==> config.mk <==
export PLATFORM = sky130hd
export DESIGN_NAME = log_field_splitter_flat
export DESIGN_NICKNAME = d
export VERILOG_FILES = /design/src/hw/rtl/lfs_pkg.sv /design/src/hw/rtl/lfs_if.sv /design/src/hw/rtl/lfs_core.sv /design/src/hw/rtl/lfs_result_queue.sv /design/src/hw/rtl/log_field_splitter.sv /design/src/flat_wrapper.sv
export SDC_FILE = /design/constraint.sdc
export NUM_CORES = 1
export LEC_CHECK = 0
export ABC_AREA = 1
export BUFFER_PORTS_ARGS = -buffer_cell sky130_fd_sc_hd__clkbuf_2
export CORE_AREA = 2 2 200 202
export DETAILED_ROUTE_END_ITERATION = 7
export DIE_AREA = 0 0 202 204
export HOLD_SLACK_MARGIN = 0.02
export SYNTH_ARGS = -nofsm -noshare
export SYNTH_HDL_FRONTEND = slang
export SYNTH_HIERARCHICAL = 1
export SYNTH_SLANG_ARGS = --single-unit
export TNS_END_PERCENT = 10
==> constraint.sdc <==
create_clock -name clk -period 6.6 [get_ports clk]
set_input_delay 0.33 -clock clk [delete_from_list [all_inputs] [get_ports clk]]
set_output_delay 0.33 -clock clk [all_outputs]
set_load 0.03 [all_outputs]
==> src/hw/rtl/lfs_pkg.sv <==
// ----------------------------------------------------------------------------
// lfs_pkg
// Shared widths, character codes, status codes and result types of the
// log field splitter.
// ----------------------------------------------------------------------------
package lfs_pkg;

  localparam int NEST_DEPTH  = 16;
  localparam int MAX_RECORD  = 4096;

  localparam int CHAR_W      = 8;
  localparam int LIMIT_W     = 6;
  localparam int INDEX_W     = 6;
  localparam int POS_W       = $clog2(MAX_RECORD);
  localparam int LEN_W       = POS_W + 1;
  localparam int LEVEL_W     = $clog2(NEST_DEPTH + 1);
  localparam int SLOT_W      = $clog2(NEST_DEPTH);

  localparam int QUEUE_DEPTH = 4;
  localparam int QPTR_W      = $clog2(QUEUE_DEPTH);
  localparam int QCNT_W      = $clog2(QUEUE_DEPTH + 1);

  localparam logic [LIMIT_W-1:0] FIELD_LIMIT_RST = LIMIT_W'(10);

  localparam logic [CHAR_W-1:0] CH_SPACE = 8'h20;
  localparam logic [CHAR_W-1:0] CH_QUOTE = 8'h22;
  localparam logic [CHAR_W-1:0] CH_OPEN  = 8'h5B;
  localparam logic [CHAR_W-1:0] CH_CLOSE = 8'h5D;

  localparam logic KIND_QUOTE   = 1'b1;
  localparam logic KIND_BRACKET = 1'b0;

  typedef enum logic [1:0] {
    ST_OK        = 2'd0,
    ST_TOO_MANY  = 2'd1,
    ST_UNDERFLOW = 2'd2,
    ST_OVERFLOW  = 2'd3
  } status_t;

  typedef struct packed {
    logic [INDEX_W-1:0] field_index;
    logic [POS_W-1:0]   field_start;
    logic [LEN_W-1:0]   field_length;
    status_t            status;
    logic               record_done;
  } result_t;

  typedef struct packed {
    logic    v0;
    result_t r0;
    logic    v1;
    result_t r1;
  } result_pair_t;

endpackage

==> src/hw/rtl/lfs_if.sv <==
// ----------------------------------------------------------------------------
// lfs_in_if / lfs_out_if
// Valid/ready channels for record bytes and for field results.
// ----------------------------------------------------------------------------
interface lfs_in_if;
  import lfs_pkg::*;

  logic              valid;
  logic              ready;
  logic [CHAR_W-1:0] char_byte;
  logic              end_of_record;

  modport source (output valid, char_byte, end_of_record, input ready);
  modport sink   (input valid, char_byte, end_of_record, output ready);
endinterface

interface lfs_out_if;
  import lfs_pkg::*;

  logic               valid;
  logic               ready;
  logic [INDEX_W-1:0] field_index;
  logic [POS_W-1:0]   field_start;
  logic [LEN_W-1:0]   field_length;
  logic [1:0]         status;
  logic               record_done;

  modport source (output valid, field_index, field_start, field_length, status,
                  record_done, input ready);
  modport sink   (input valid, field_index, field_start, field_length, status,
                  record_done, output ready);
endinterface

==> src/hw/rtl/lfs_core.sv <==
// ----------------------------------------------------------------------------
// lfs_core
// Per-byte tokenizer step: nesting stack, field tracking and error checks.
// Produces up to two results for each accepted beat.
// ----------------------------------------------------------------------------
module lfs_core (
  input  logic                         clk,
  input  logic                         rst_n,
  input  logic                         step,
  input  logic [lfs_pkg::CHAR_W-1:0]   char_byte,
  input  logic                         end_of_record,
  input  logic [lfs_pkg::LIMIT_W-1:0]  field_limit,
  output lfs_pkg::result_pair_t        res
);
  import lfs_pkg::*;

  logic                  stack_r [NEST_DEPTH];
  logic [LEVEL_W-1:0]    level_r,     level_nxt;
  logic [CHAR_W-1:0]     held_r,      held_nxt;
  logic [CHAR_W-1:0]     prior_r,     prior_nxt;
  logic [POS_W-1:0]      pos_r,       pos_nxt;
  logic [POS_W-1:0]      open_r,      open_nxt;
  logic [INDEX_W-1:0]    fe_r,        fe_nxt;
  logic                  held_vld_r,  held_vld_nxt;
  logic                  failed_r,    failed_nxt;

  logic                  stack_we;
  logic [SLOT_W-1:0]     stack_wslot;
  logic                  stack_wkind;

  logic [POS_W-1:0]      pos_h;
  logic [LEVEL_W-1:0]    level_m1;
  logic                  top_kind;
  logic                  is_last;
  logic                  do_push;
  logic                  do_close;
  logic                  kind;
  logic                  fail;
  status_t               fail_code;

  assign pos_h    = pos_r - 1'b1;
  assign level_m1 = level_r - 1'b1;
  assign top_kind = stack_r[level_m1[SLOT_W-1:0]];
  assign is_last  = end_of_record || (pos_r == POS_W'(MAX_RECORD - 1));

  always_comb begin
    level_nxt    = level_r;
    held_nxt     = held_r;
    prior_nxt    = prior_r;
    pos_nxt      = pos_r;
    open_nxt     = open_r;
    fe_nxt       = fe_r;
    held_vld_nxt = held_vld_r;
    failed_nxt   = failed_r;
    stack_we     = 1'b0;
    stack_wslot  = level_r[SLOT_W-1:0];
    stack_wkind  = KIND_BRACKET;
    do_push      = 1'b0;
    do_close     = 1'b0;
    kind         = KIND_BRACKET;
    fail         = 1'b0;
    fail_code    = ST_OK;
    res          = '0;

    if (step && held_vld_r && !failed_r) begin
      unique case (held_r)
        CH_SPACE: begin
          if (level_r == '0) begin
            if (fe_r >= field_limit) begin
              fail      = 1'b1;
              fail_code = ST_TOO_MANY;
            end else begin
              res.v0                 = 1'b1;
              res.r0.field_index     = fe_r;
              res.r0.field_start     = open_r;
              res.r0.field_length    = {1'b0, pos_h - open_r};
              res.r0.status          = ST_OK;
              res.r0.record_done     = 1'b0;
              fe_nxt                 = fe_r + 1'b1;
              open_nxt               = pos_h + 1'b1;
            end
          end
        end
        CH_QUOTE: begin
          kind = KIND_QUOTE;
          if (prior_r == CH_SPACE) begin
            do_push = 1'b1;
          end else if (char_byte == CH_SPACE) begin
            do_close = 1'b1;
          end
        end
        CH_OPEN: begin
          do_push = 1'b1;
        end
        CH_CLOSE: begin
          do_close = 1'b1;
        end
        default: begin
        end
      endcase

      if (do_push) begin
        if (level_r == LEVEL_W'(NEST_DEPTH)) begin
          fail      = 1'b1;
          fail_code = ST_OVERFLOW;
        end else begin
          stack_we    = 1'b1;
          stack_wkind = kind;
          level_nxt   = level_r + 1'b1;
        end
      end

      if (do_close) begin
        if (level_r == '0) begin
          fail      = 1'b1;
          fail_code = ST_UNDERFLOW;
        end else if (top_kind == kind) begin
          level_nxt = level_m1;
        end
      end

      if (fail) begin
        res.v0                 = 1'b1;
        res.r0.field_index     = fe_r;
        res.r0.field_start     = '0;
        res.r0.field_length    = '0;
        res.r0.status          = fail_code;
        res.r0.record_done     = 1'b1;
        failed_nxt             = 1'b1;
      end

      prior_nxt = held_r;
    end

    if (step) begin
      if (is_last) begin
        if (!failed_r && !fail) begin
          res.v1              = 1'b1;
          res.r1.field_index  = fe_nxt;
          res.r1.field_start  = open_nxt;
          res.r1.field_length = {1'b0, pos_r} + 1'b1 - {1'b0, open_nxt};
          res.r1.status       = ST_OK;
          res.r1.record_done  = 1'b1;
        end
        level_nxt    = '0;
        held_nxt     = '0;
        prior_nxt    = CH_SPACE;
        pos_nxt      = '0;
        open_nxt     = '0;
        fe_nxt       = '0;
        held_vld_nxt = 1'b0;
        failed_nxt   = 1'b0;
      end else begin
        held_nxt     = char_byte;
        held_vld_nxt = 1'b1;
        pos_nxt      = pos_r + 1'b1;
      end
    end
  end

  always_ff @(posedge clk) begin
    if (!rst_n) begin
      level_r    <= '0;
      held_r     <= '0;
      prior_r    <= CH_SPACE;
      pos_r      <= '0;
      open_r     <= '0;
      fe_r       <= '0;
      held_vld_r <= 1'b0;
      failed_r   <= 1'b0;
    end else begin
      level_r    <= level_nxt;
      held_r     <= held_nxt;
      prior_r    <= prior_nxt;
      pos_r      <= pos_nxt;
      open_r     <= open_nxt;
      fe_r       <= fe_nxt;
      held_vld_r <= held_vld_nxt;
      failed_r   <= failed_nxt;
    end
  end

  always_ff @(posedge clk) begin
    if (stack_we) begin
      stack_r[stack_wslot] <= stack_wkind;
    end
  end

endmodule

==> src/hw/rtl/lfs_result_queue.sv <==
// ----------------------------------------------------------------------------
// lfs_result_queue
// Small result queue: takes zero, one or two results per cycle and
// presents one result beat per cycle at its head while head_ready is high.
// ----------------------------------------------------------------------------
module lfs_result_queue (
  input  logic                   clk,
  input  logic                   rst_n,
  input  lfs_pkg::result_pair_t  wr,
  output logic                   room,
  output logic                   head_valid,
  output lfs_pkg::result_t       head,
  input  logic                   head_ready
);
  import lfs_pkg::*;

  result_t              mem_r [QUEUE_DEPTH];
  logic [QPTR_W-1:0]    wr_ptr_r, wr_ptr_nxt;
  logic [QPTR_W-1:0]    rd_ptr_r, rd_ptr_nxt;
  logic [QCNT_W-1:0]    cnt_r,    cnt_nxt;
  logic                 pop;
  logic                 first_v;
  logic                 both_v;
  result_t              first_res;
  logic [QCNT_W-1:0]    n_wr;
  logic [QPTR_W-1:0]    wr_ptr_p1;

  assign head_valid = (cnt_r != '0);
  assign head       = mem_r[rd_ptr_r];
  assign room       = (cnt_r <= QCNT_W'(QUEUE_DEPTH - 2));
  assign pop        = head_valid && head_ready;

  assign first_v    = wr.v0 || wr.v1;
  assign both_v     = wr.v0 && wr.v1;
  assign first_res  = wr.v0 ? wr.r0 : wr.r1;
  assign n_wr       = QCNT_W'(wr.v0) + QCNT_W'(wr.v1);
  assign wr_ptr_p1  = wr_ptr_r + 1'b1;

  always_comb begin
    wr_ptr_nxt = wr_ptr_r + n_wr[QPTR_W-1:0];
    rd_ptr_nxt = rd_ptr_r + QPTR_W'(pop);
    cnt_nxt    = cnt_r + n_wr - QCNT_W'(pop);
  end

  always_ff @(posedge clk) begin
    if (!rst_n) begin
      wr_ptr_r <= '0;
      rd_ptr_r <= '0;
      cnt_r    <= '0;
    end else begin
      wr_ptr_r <= wr_ptr_nxt;
      rd_ptr_r <= rd_ptr_nxt;
      cnt_r    <= cnt_nxt;
    end
  end

  always_ff @(posedge clk) begin
    if (first_v) begin
      mem_r[wr_ptr_r] <= first_res;
    end
    if (both_v) begin
      mem_r[wr_ptr_p1] <= wr.r1;
    end
  end

endmodule

==> src/hw/rtl/log_field_splitter.sv <==
// ----------------------------------------------------------------------------
// log_field_splitter
// Splits web log records into fields at spaces outside quotes and brackets.
//
// in_ch carries one record byte per beat; end_of_record marks the last byte.
// out_ch carries one field result per beat: index, start offset, length,
// status and record_done on the last result of a record.
// cfg_wr_en / cfg_wr_data load the field limit (reset value 10).
//
// Throughput: one byte per cycle while in_ch.ready is high. A byte is
// classified when the byte after it arrives, so a field closed by a space
// is queued on the beat that follows the space; the final field of a record
// is queued with its last byte. Results wait in a four-entry queue;
// in_ch.ready drops while fewer than two slots are free, which is the only
// input stall. When out_ch stalls, the head result holds and bytes keep
// flowing until in_ch.ready drops. A record that fails reports one error
// beat with record_done set and drops its remaining bytes.
// Reset empties the queue, clears the record state and restores the limit.
// ----------------------------------------------------------------------------
module log_field_splitter (
  input  logic                          clk,
  input  logic                          rst_n,
  lfs_in_if.sink                        in_ch,
  lfs_out_if.source                     out_ch,
  input  logic                          cfg_wr_en,
  input  logic [lfs_pkg::LIMIT_W-1:0]   cfg_wr_data
);
  import lfs_pkg::*;

  logic [LIMIT_W-1:0] field_limit_r;
  logic               step;
  logic               q_room;
  result_pair_t       res;
  result_t            head;
  logic               head_valid;

  always_ff @(posedge clk) begin
    if (!rst_n) begin
      field_limit_r <= FIELD_LIMIT_RST;
    end else if (cfg_wr_en) begin
      field_limit_r <= cfg_wr_data;
    end
  end

  assign in_ch.ready = q_room;
  assign step        = in_ch.valid && q_room;

  lfs_core u_core (
    .clk           (clk),
    .rst_n         (rst_n),
    .step          (step),
    .char_byte     (in_ch.char_byte),
    .end_of_record (in_ch.end_of_record),
    .field_limit   (field_limit_r),
    .res           (res)
  );

  lfs_result_queue u_queue (
    .clk        (clk),
    .rst_n      (rst_n),
    .wr         (res),
    .room       (q_room),
    .head_valid (head_valid),
    .head       (head),
    .head_ready (out_ch.ready)
  );

  assign out_ch.valid        = head_valid;
  assign out_ch.field_index  = head.field_index;
  assign out_ch.field_start  = head.field_start;
  assign out_ch.field_length = head.field_length;
  assign out_ch.status       = head.status;
  assign out_ch.record_done  = head.record_done;

endmodule

==> src/flat_wrapper.sv <==
// flat-port wrapper written by rule: the top's interface ports become plain ports
module log_field_splitter_flat import lfs_pkg::*;
  (clk, rst_n, cfg_wr_en, cfg_wr_data, in_ch_valid, in_ch_char_byte, in_ch_end_of_record, in_ch_ready, out_ch_valid, out_ch_field_index, out_ch_field_start, out_ch_field_length, out_ch_status, out_ch_record_done, out_ch_ready);
  lfs_in_if in_ch_i ();
  lfs_out_if out_ch_i ();
  input  logic clk;
  input  logic rst_n;
  input  logic cfg_wr_en;
  input  logic [lfs_pkg::LIMIT_W-1:0] cfg_wr_data;
  input wire logic [$bits(in_ch_i.valid)-1:0] in_ch_valid;
  input wire logic [$bits(in_ch_i.char_byte)-1:0] in_ch_char_byte;
  input wire logic [$bits(in_ch_i.end_of_record)-1:0] in_ch_end_of_record;
  output wire logic [$bits(in_ch_i.ready)-1:0] in_ch_ready;
  output wire logic [$bits(out_ch_i.valid)-1:0] out_ch_valid;
  output wire logic [$bits(out_ch_i.field_index)-1:0] out_ch_field_index;
  output wire logic [$bits(out_ch_i.field_start)-1:0] out_ch_field_start;
  output wire logic [$bits(out_ch_i.field_length)-1:0] out_ch_field_length;
  output wire logic [$bits(out_ch_i.status)-1:0] out_ch_status;
  output wire logic [$bits(out_ch_i.record_done)-1:0] out_ch_record_done;
  input wire logic [$bits(out_ch_i.ready)-1:0] out_ch_ready;
  assign in_ch_i.valid = in_ch_valid;
  assign in_ch_i.char_byte = in_ch_char_byte;
  assign in_ch_i.end_of_record = in_ch_end_of_record;
  assign in_ch_ready = in_ch_i.ready;
  assign out_ch_valid = out_ch_i.valid;
  assign out_ch_field_index = out_ch_i.field_index;
  assign out_ch_field_start = out_ch_i.field_start;
  assign out_ch_field_length = out_ch_i.field_length;
  assign out_ch_status = out_ch_i.status;
  assign out_ch_record_done = out_ch_i.record_done;
  assign out_ch_i.ready = out_ch_ready;
  log_field_splitter u_core (.clk(clk), .rst_n(rst_n), .in_ch(in_ch_i), .out_ch(out_ch_i), .cfg_wr_en(cfg_wr_en), .cfg_wr_data(cfg_wr_data));
endmodule
==> results_dict.tcl <==
set metrics [dict create \
    yosysMostFrequentCell "nand2_1" \
    vias_per_cell 4.97 \
    grt_pass1_wl_mm 57.0 \
    die_w_um 202 \
    holdBufCountCts 5 \
    crit_path_frequent_cell "o21ai_0" \
    wl_per_cell_um 14.9 \
    fin_crit_sh_pct 77.7 \
    hold_depth 3 \
    finalHoldViolations 0 \
    cts.sinks 218 \
    post_cts_buffers 0 \
    crit_chain "a21oi_1 -> nand2_1 -> inv_1 -> nand3_1 -> nor2_1 -> nand3_1 -> nor2_4 -> o21ai_0 -> ha_1 -> ha_1 -> a21oi_1 -> o21ai_0 -> a21oi_1 -> nor2_1 -> o21ai_0 -> nand2_1 -> xor2_1 -> nor2_1 -> inv_1 -> o21ai_0 -> nand2_1 -> o21ai_0" \
    synth-main-ff-cell "edfxtp_1" \
    slew_violations 0 \
    fin_util_pct 38.3 \
    yosys_warnings 6 \
    rrSetupSlack_ns 1.47 \
    relSlewSlack_pct 19.0 \
    worstHoldStart "in_ch_char_byte[5]" \
    cts_buffers 26 \
    cts.reportedPaths.clkPinSlew_ns 0.06 \
    hold_class "in2reg" \
    synth_edf_count 152 \
    crit_buf_inv 2 \
    globalRoute.totalOverflow 0 \
    critical_path_required_ns 6.98 \
    swShare_pct 36.1 \
    reg2reg_to "u_core/u_queue/mem_r[3][12]" \
    status "finished, final reports clean" \
    die_h_um 204 \
    powerDensity_mw_per_mm2 277 \
    ios 56 \
    drive_above_1_share_pct 7.86 \
    setup_viol 0 \
    critPathLaunchType "flop" \
    fmax_ghz 0.195 \
    cts.repair.resized 0 \
    synth-seq-cells 218 \
    clock_path_buffers 3 \
    seq_power_share_pct 38.8 \
    synth-seq-area-share_pct 43.6 \
    gp_congestion 0.983 \
    first_iter_violations 929 \
    cp_top_family "compound AO/OA/AOI/OAI gates" \
    fin_hold_ws_ns 0.0453 \
    setup_tns_ns 0 \
    postSynthAreaPerCell_um2 7.54 \
    rsz0062_at_grt "no" \
    synthTopCellsByCount "nand2_1, inv_1, nor2_1" \
    worst_pin_slew_ns 1.21 \
    critPathKind "reg2reg" \
    fin_cells 2356 \
    synth.area.top_cells "edfxtp_1, nand2_1, dfxtp_1" \
    synth_area_mm2 0.0135 \
    dp_hpwl_mm 24.2 \
    r2r_start "u_core/u_queue/cnt_r[0]" \
    core_mm2 0.0392 \
    fin_nets 1888 \
    min_period_ns 5.13 \
    cap_violations 0 \
    die_area_mm2 0.0412 \
    htreeDepth 1 \
    p_comb_share_pct 28.6 \
    numPortBuffers 55 \
    num_vias 11714 \
    cts_root_buf "clkbuf_16" \
    power.leakage_nw 5.87 \
    min_to "u_core/u_core/held_r[5]" \
    yosysTopAreaCell "edfxtp_1" \
    start_util_pct 34.5 \
    syn_to_final_growth_pct 11.1 \
    clock_latency_ns 0.54 \
    clkPwrFrac_pct 32.7 \
    r2r.worst_path.cells 22 \
    cp_max_fo 17 \
    syn_inst 1793 \
    grtUsageTotal_pct 17.0 \
    grt_max_degree 71 \
    drc 0 \
    critPathCaptureType "flop" \
    yosysUniqueCellTypes 42 \
    cts_tree "built" \
    grt_pass1_vias 10976 \
    diodes 0 \
    finClkSkew_ns 0.0112 \
    slowest_delay_ns 0.45 \
    drt_first_pass_iters 6 \
    antenna_found_initial 0 \
    nFillCells 4026 \
    drt_wl_total_mm 35.1 \
    dp.cells 2303 \
    postRouteAntennaNets 0 \
    slowest_stage "nor2_4" \
    p_sw_w 0.00150 \
    internal-power_w 0.00265 \
    arrival_ns 5.51 \
    synth_top_area_share_pct 33.8 \
    rows 73 \
    synth-async-reset-ratio_pct 0 \
    ir_drop_mv 0.175 \
]
[layout make-up]
cell class | count | area (um2) | area share, %
inverters | 252 | 948 | 6.32
repair buffers | 72 | 415 | 2.77
well taps | 525 | 657 | 4.38
flip-flops and latches | 218 | 5890 | 39.2
clock buffers | 40 | 756 | 5.03
multi-input cells | 1241 | 6300 | 41.9
clock inverters | 8 | 48.8 | 0.325
[sequential cells by signal, summed over array words and instances (netlist names)]
name	count
u_core/field_limit_r	6
u_core/u_core/failed_r	1
u_core/u_core/fe_r	6
u_core/u_core/held_r	8
u_core/u_core/held_vld_r	1
u_core/u_core/level_r	5
u_core/u_core/open_r	12
u_core/u_core/pos_r	12
u_core/u_core/prior_r	8
u_core/u_core/stack_r	16
u_core/u_queue/cnt_r	3
u_core/u_queue/mem_r	136
u_core/u_queue/rd_ptr_r	2
u_core/u_queue/wr_ptr_r	2
[how the worst max path moves through the flow]
| stage | depth (start not counted) | startpoint | slack, ns | to |
|---|---|---|---|---|
| 2_1_floorplan | 17 | u_core/u_queue/cnt_r[0] | 0.62 | u_core/u_queue/mem_r[2][0] |
| 3_3_place_gp | 22 | u_core/u_queue/cnt_r[0] | 1.63 | u_core/u_queue/mem_r[2][12] |
| 3_5_place_dp | 23 | u_core/u_queue/cnt_r[0] | 1.51 | u_core/u_queue/mem_r[2][13] |
| 4_1_cts | 23 | u_core/u_queue/cnt_r[0] | 1.48 | u_core/u_queue/mem_r[2][13] |
| 5_1_grt | 22 | u_core/u_queue/cnt_r[0] | 0.93 | u_core/u_queue/mem_r[1][11] |
| 6_report | 22 | u_core/u_queue/cnt_r[0] | 1.47 | u_core/u_queue/mem_r[3][12] |
[power by group through the flow]
stage	clock, W	combinational [W]	sequential (W)
2_1_floorplan	0	0.000921	0.00158
3_3_place_gp	0	0.00118	0.00164
3_5_place_dp	0	0.00119	0.00164
4_1_cts	0.00139	0.00120	0.00161
5_1_grt	0.00144	0.00133	0.00162
6_report	0.00136	0.00119	0.00161
[cells by family after synthesis]
group	count (synthesis)	share of synthesized area [%]
other	1	0.0278
adders and majority gates	57	5.45
DFF	218	43.6
and+or+nand+nor	784	24.2
AOI/OAI and AO/OA	373	14.9
buffers and inverters	336	10.3
xor gates and xnor gates	24	1.56
[routing by layer]
layer	global-route usage, %	up-vias	share of wire, %
met4	5.04	0	2.3
met5	0	-	0
met1	23.1	5421	46
met2	28.5	318	46
li1	-	5915	-
met3	1.96	60	5.3
[per-stage QoR]
stage	power, W	area (um2)	setup slack, ns
floorplan	0.00251	13500	0.619
global placement	0.00282	14200	1.63
detailed placement	0.00283	14200	1.51
CTS	0.00420	15000	1.48
global route	0.00439	15000	0.934
finish	0.00415	15000	1.47
[worst reg2reg max path, stage by stage (launching register included)]
cell and delay (ns):
dfxtp_1 0.33, a21oi_1 0.18, nand2_1 0.07, inv_1 0.26, nand3_1 0.35, nor2_1 0.24
nand3_1 0.18, nor2_4 0.45, o21ai_0 0.32, ha_1 0.37, ha_1 0.37, a21oi_1 0.28
o21ai_0 0.20, a21oi_1 0.20, nor2_1 0.08, o21ai_0 0.16, nand2_1 0.10, xor2_1 0.15
nor2_1 0.08, inv_1 0.09, o21ai_0 0.34, nand2_1 0.08, o21ai_0 0.10
[cell usage in the layout, fill, tap and decap left out, types with 2 or more instances in the layout]
master           n
nand2_1        471
inv_1          241
nor2_1         162
edfxtp_1       152
o21ai_0        146
a21oi_1         84
o21ai_1         83
nand3_1         79
dfxtp_1         64
clkbuf_2        55
ha_1            54
o211ai_1        37
clkbuf_16       28
nor3_1          21
xor2_1          20
nand4_1         19
buf_4           12
clkbuf_1        11
inv_2            9
nand2_2          7
nand3_2          7
dlygate4sd3_1    5
nor2_2           5
nor2_4           5
a211oi_1         5
nor3b_1          4
xnor2_1          4
o21a_1           4
clkinvlp_4       3
clkinv_1         3
o21bai_1         3
fa_1             3
conb_1           3
o31ai_4          3
clkinv_2         2
nor4_1           2
o2111ai_1        2
o31ai_1          2
(Power assumes the default switching activity.)
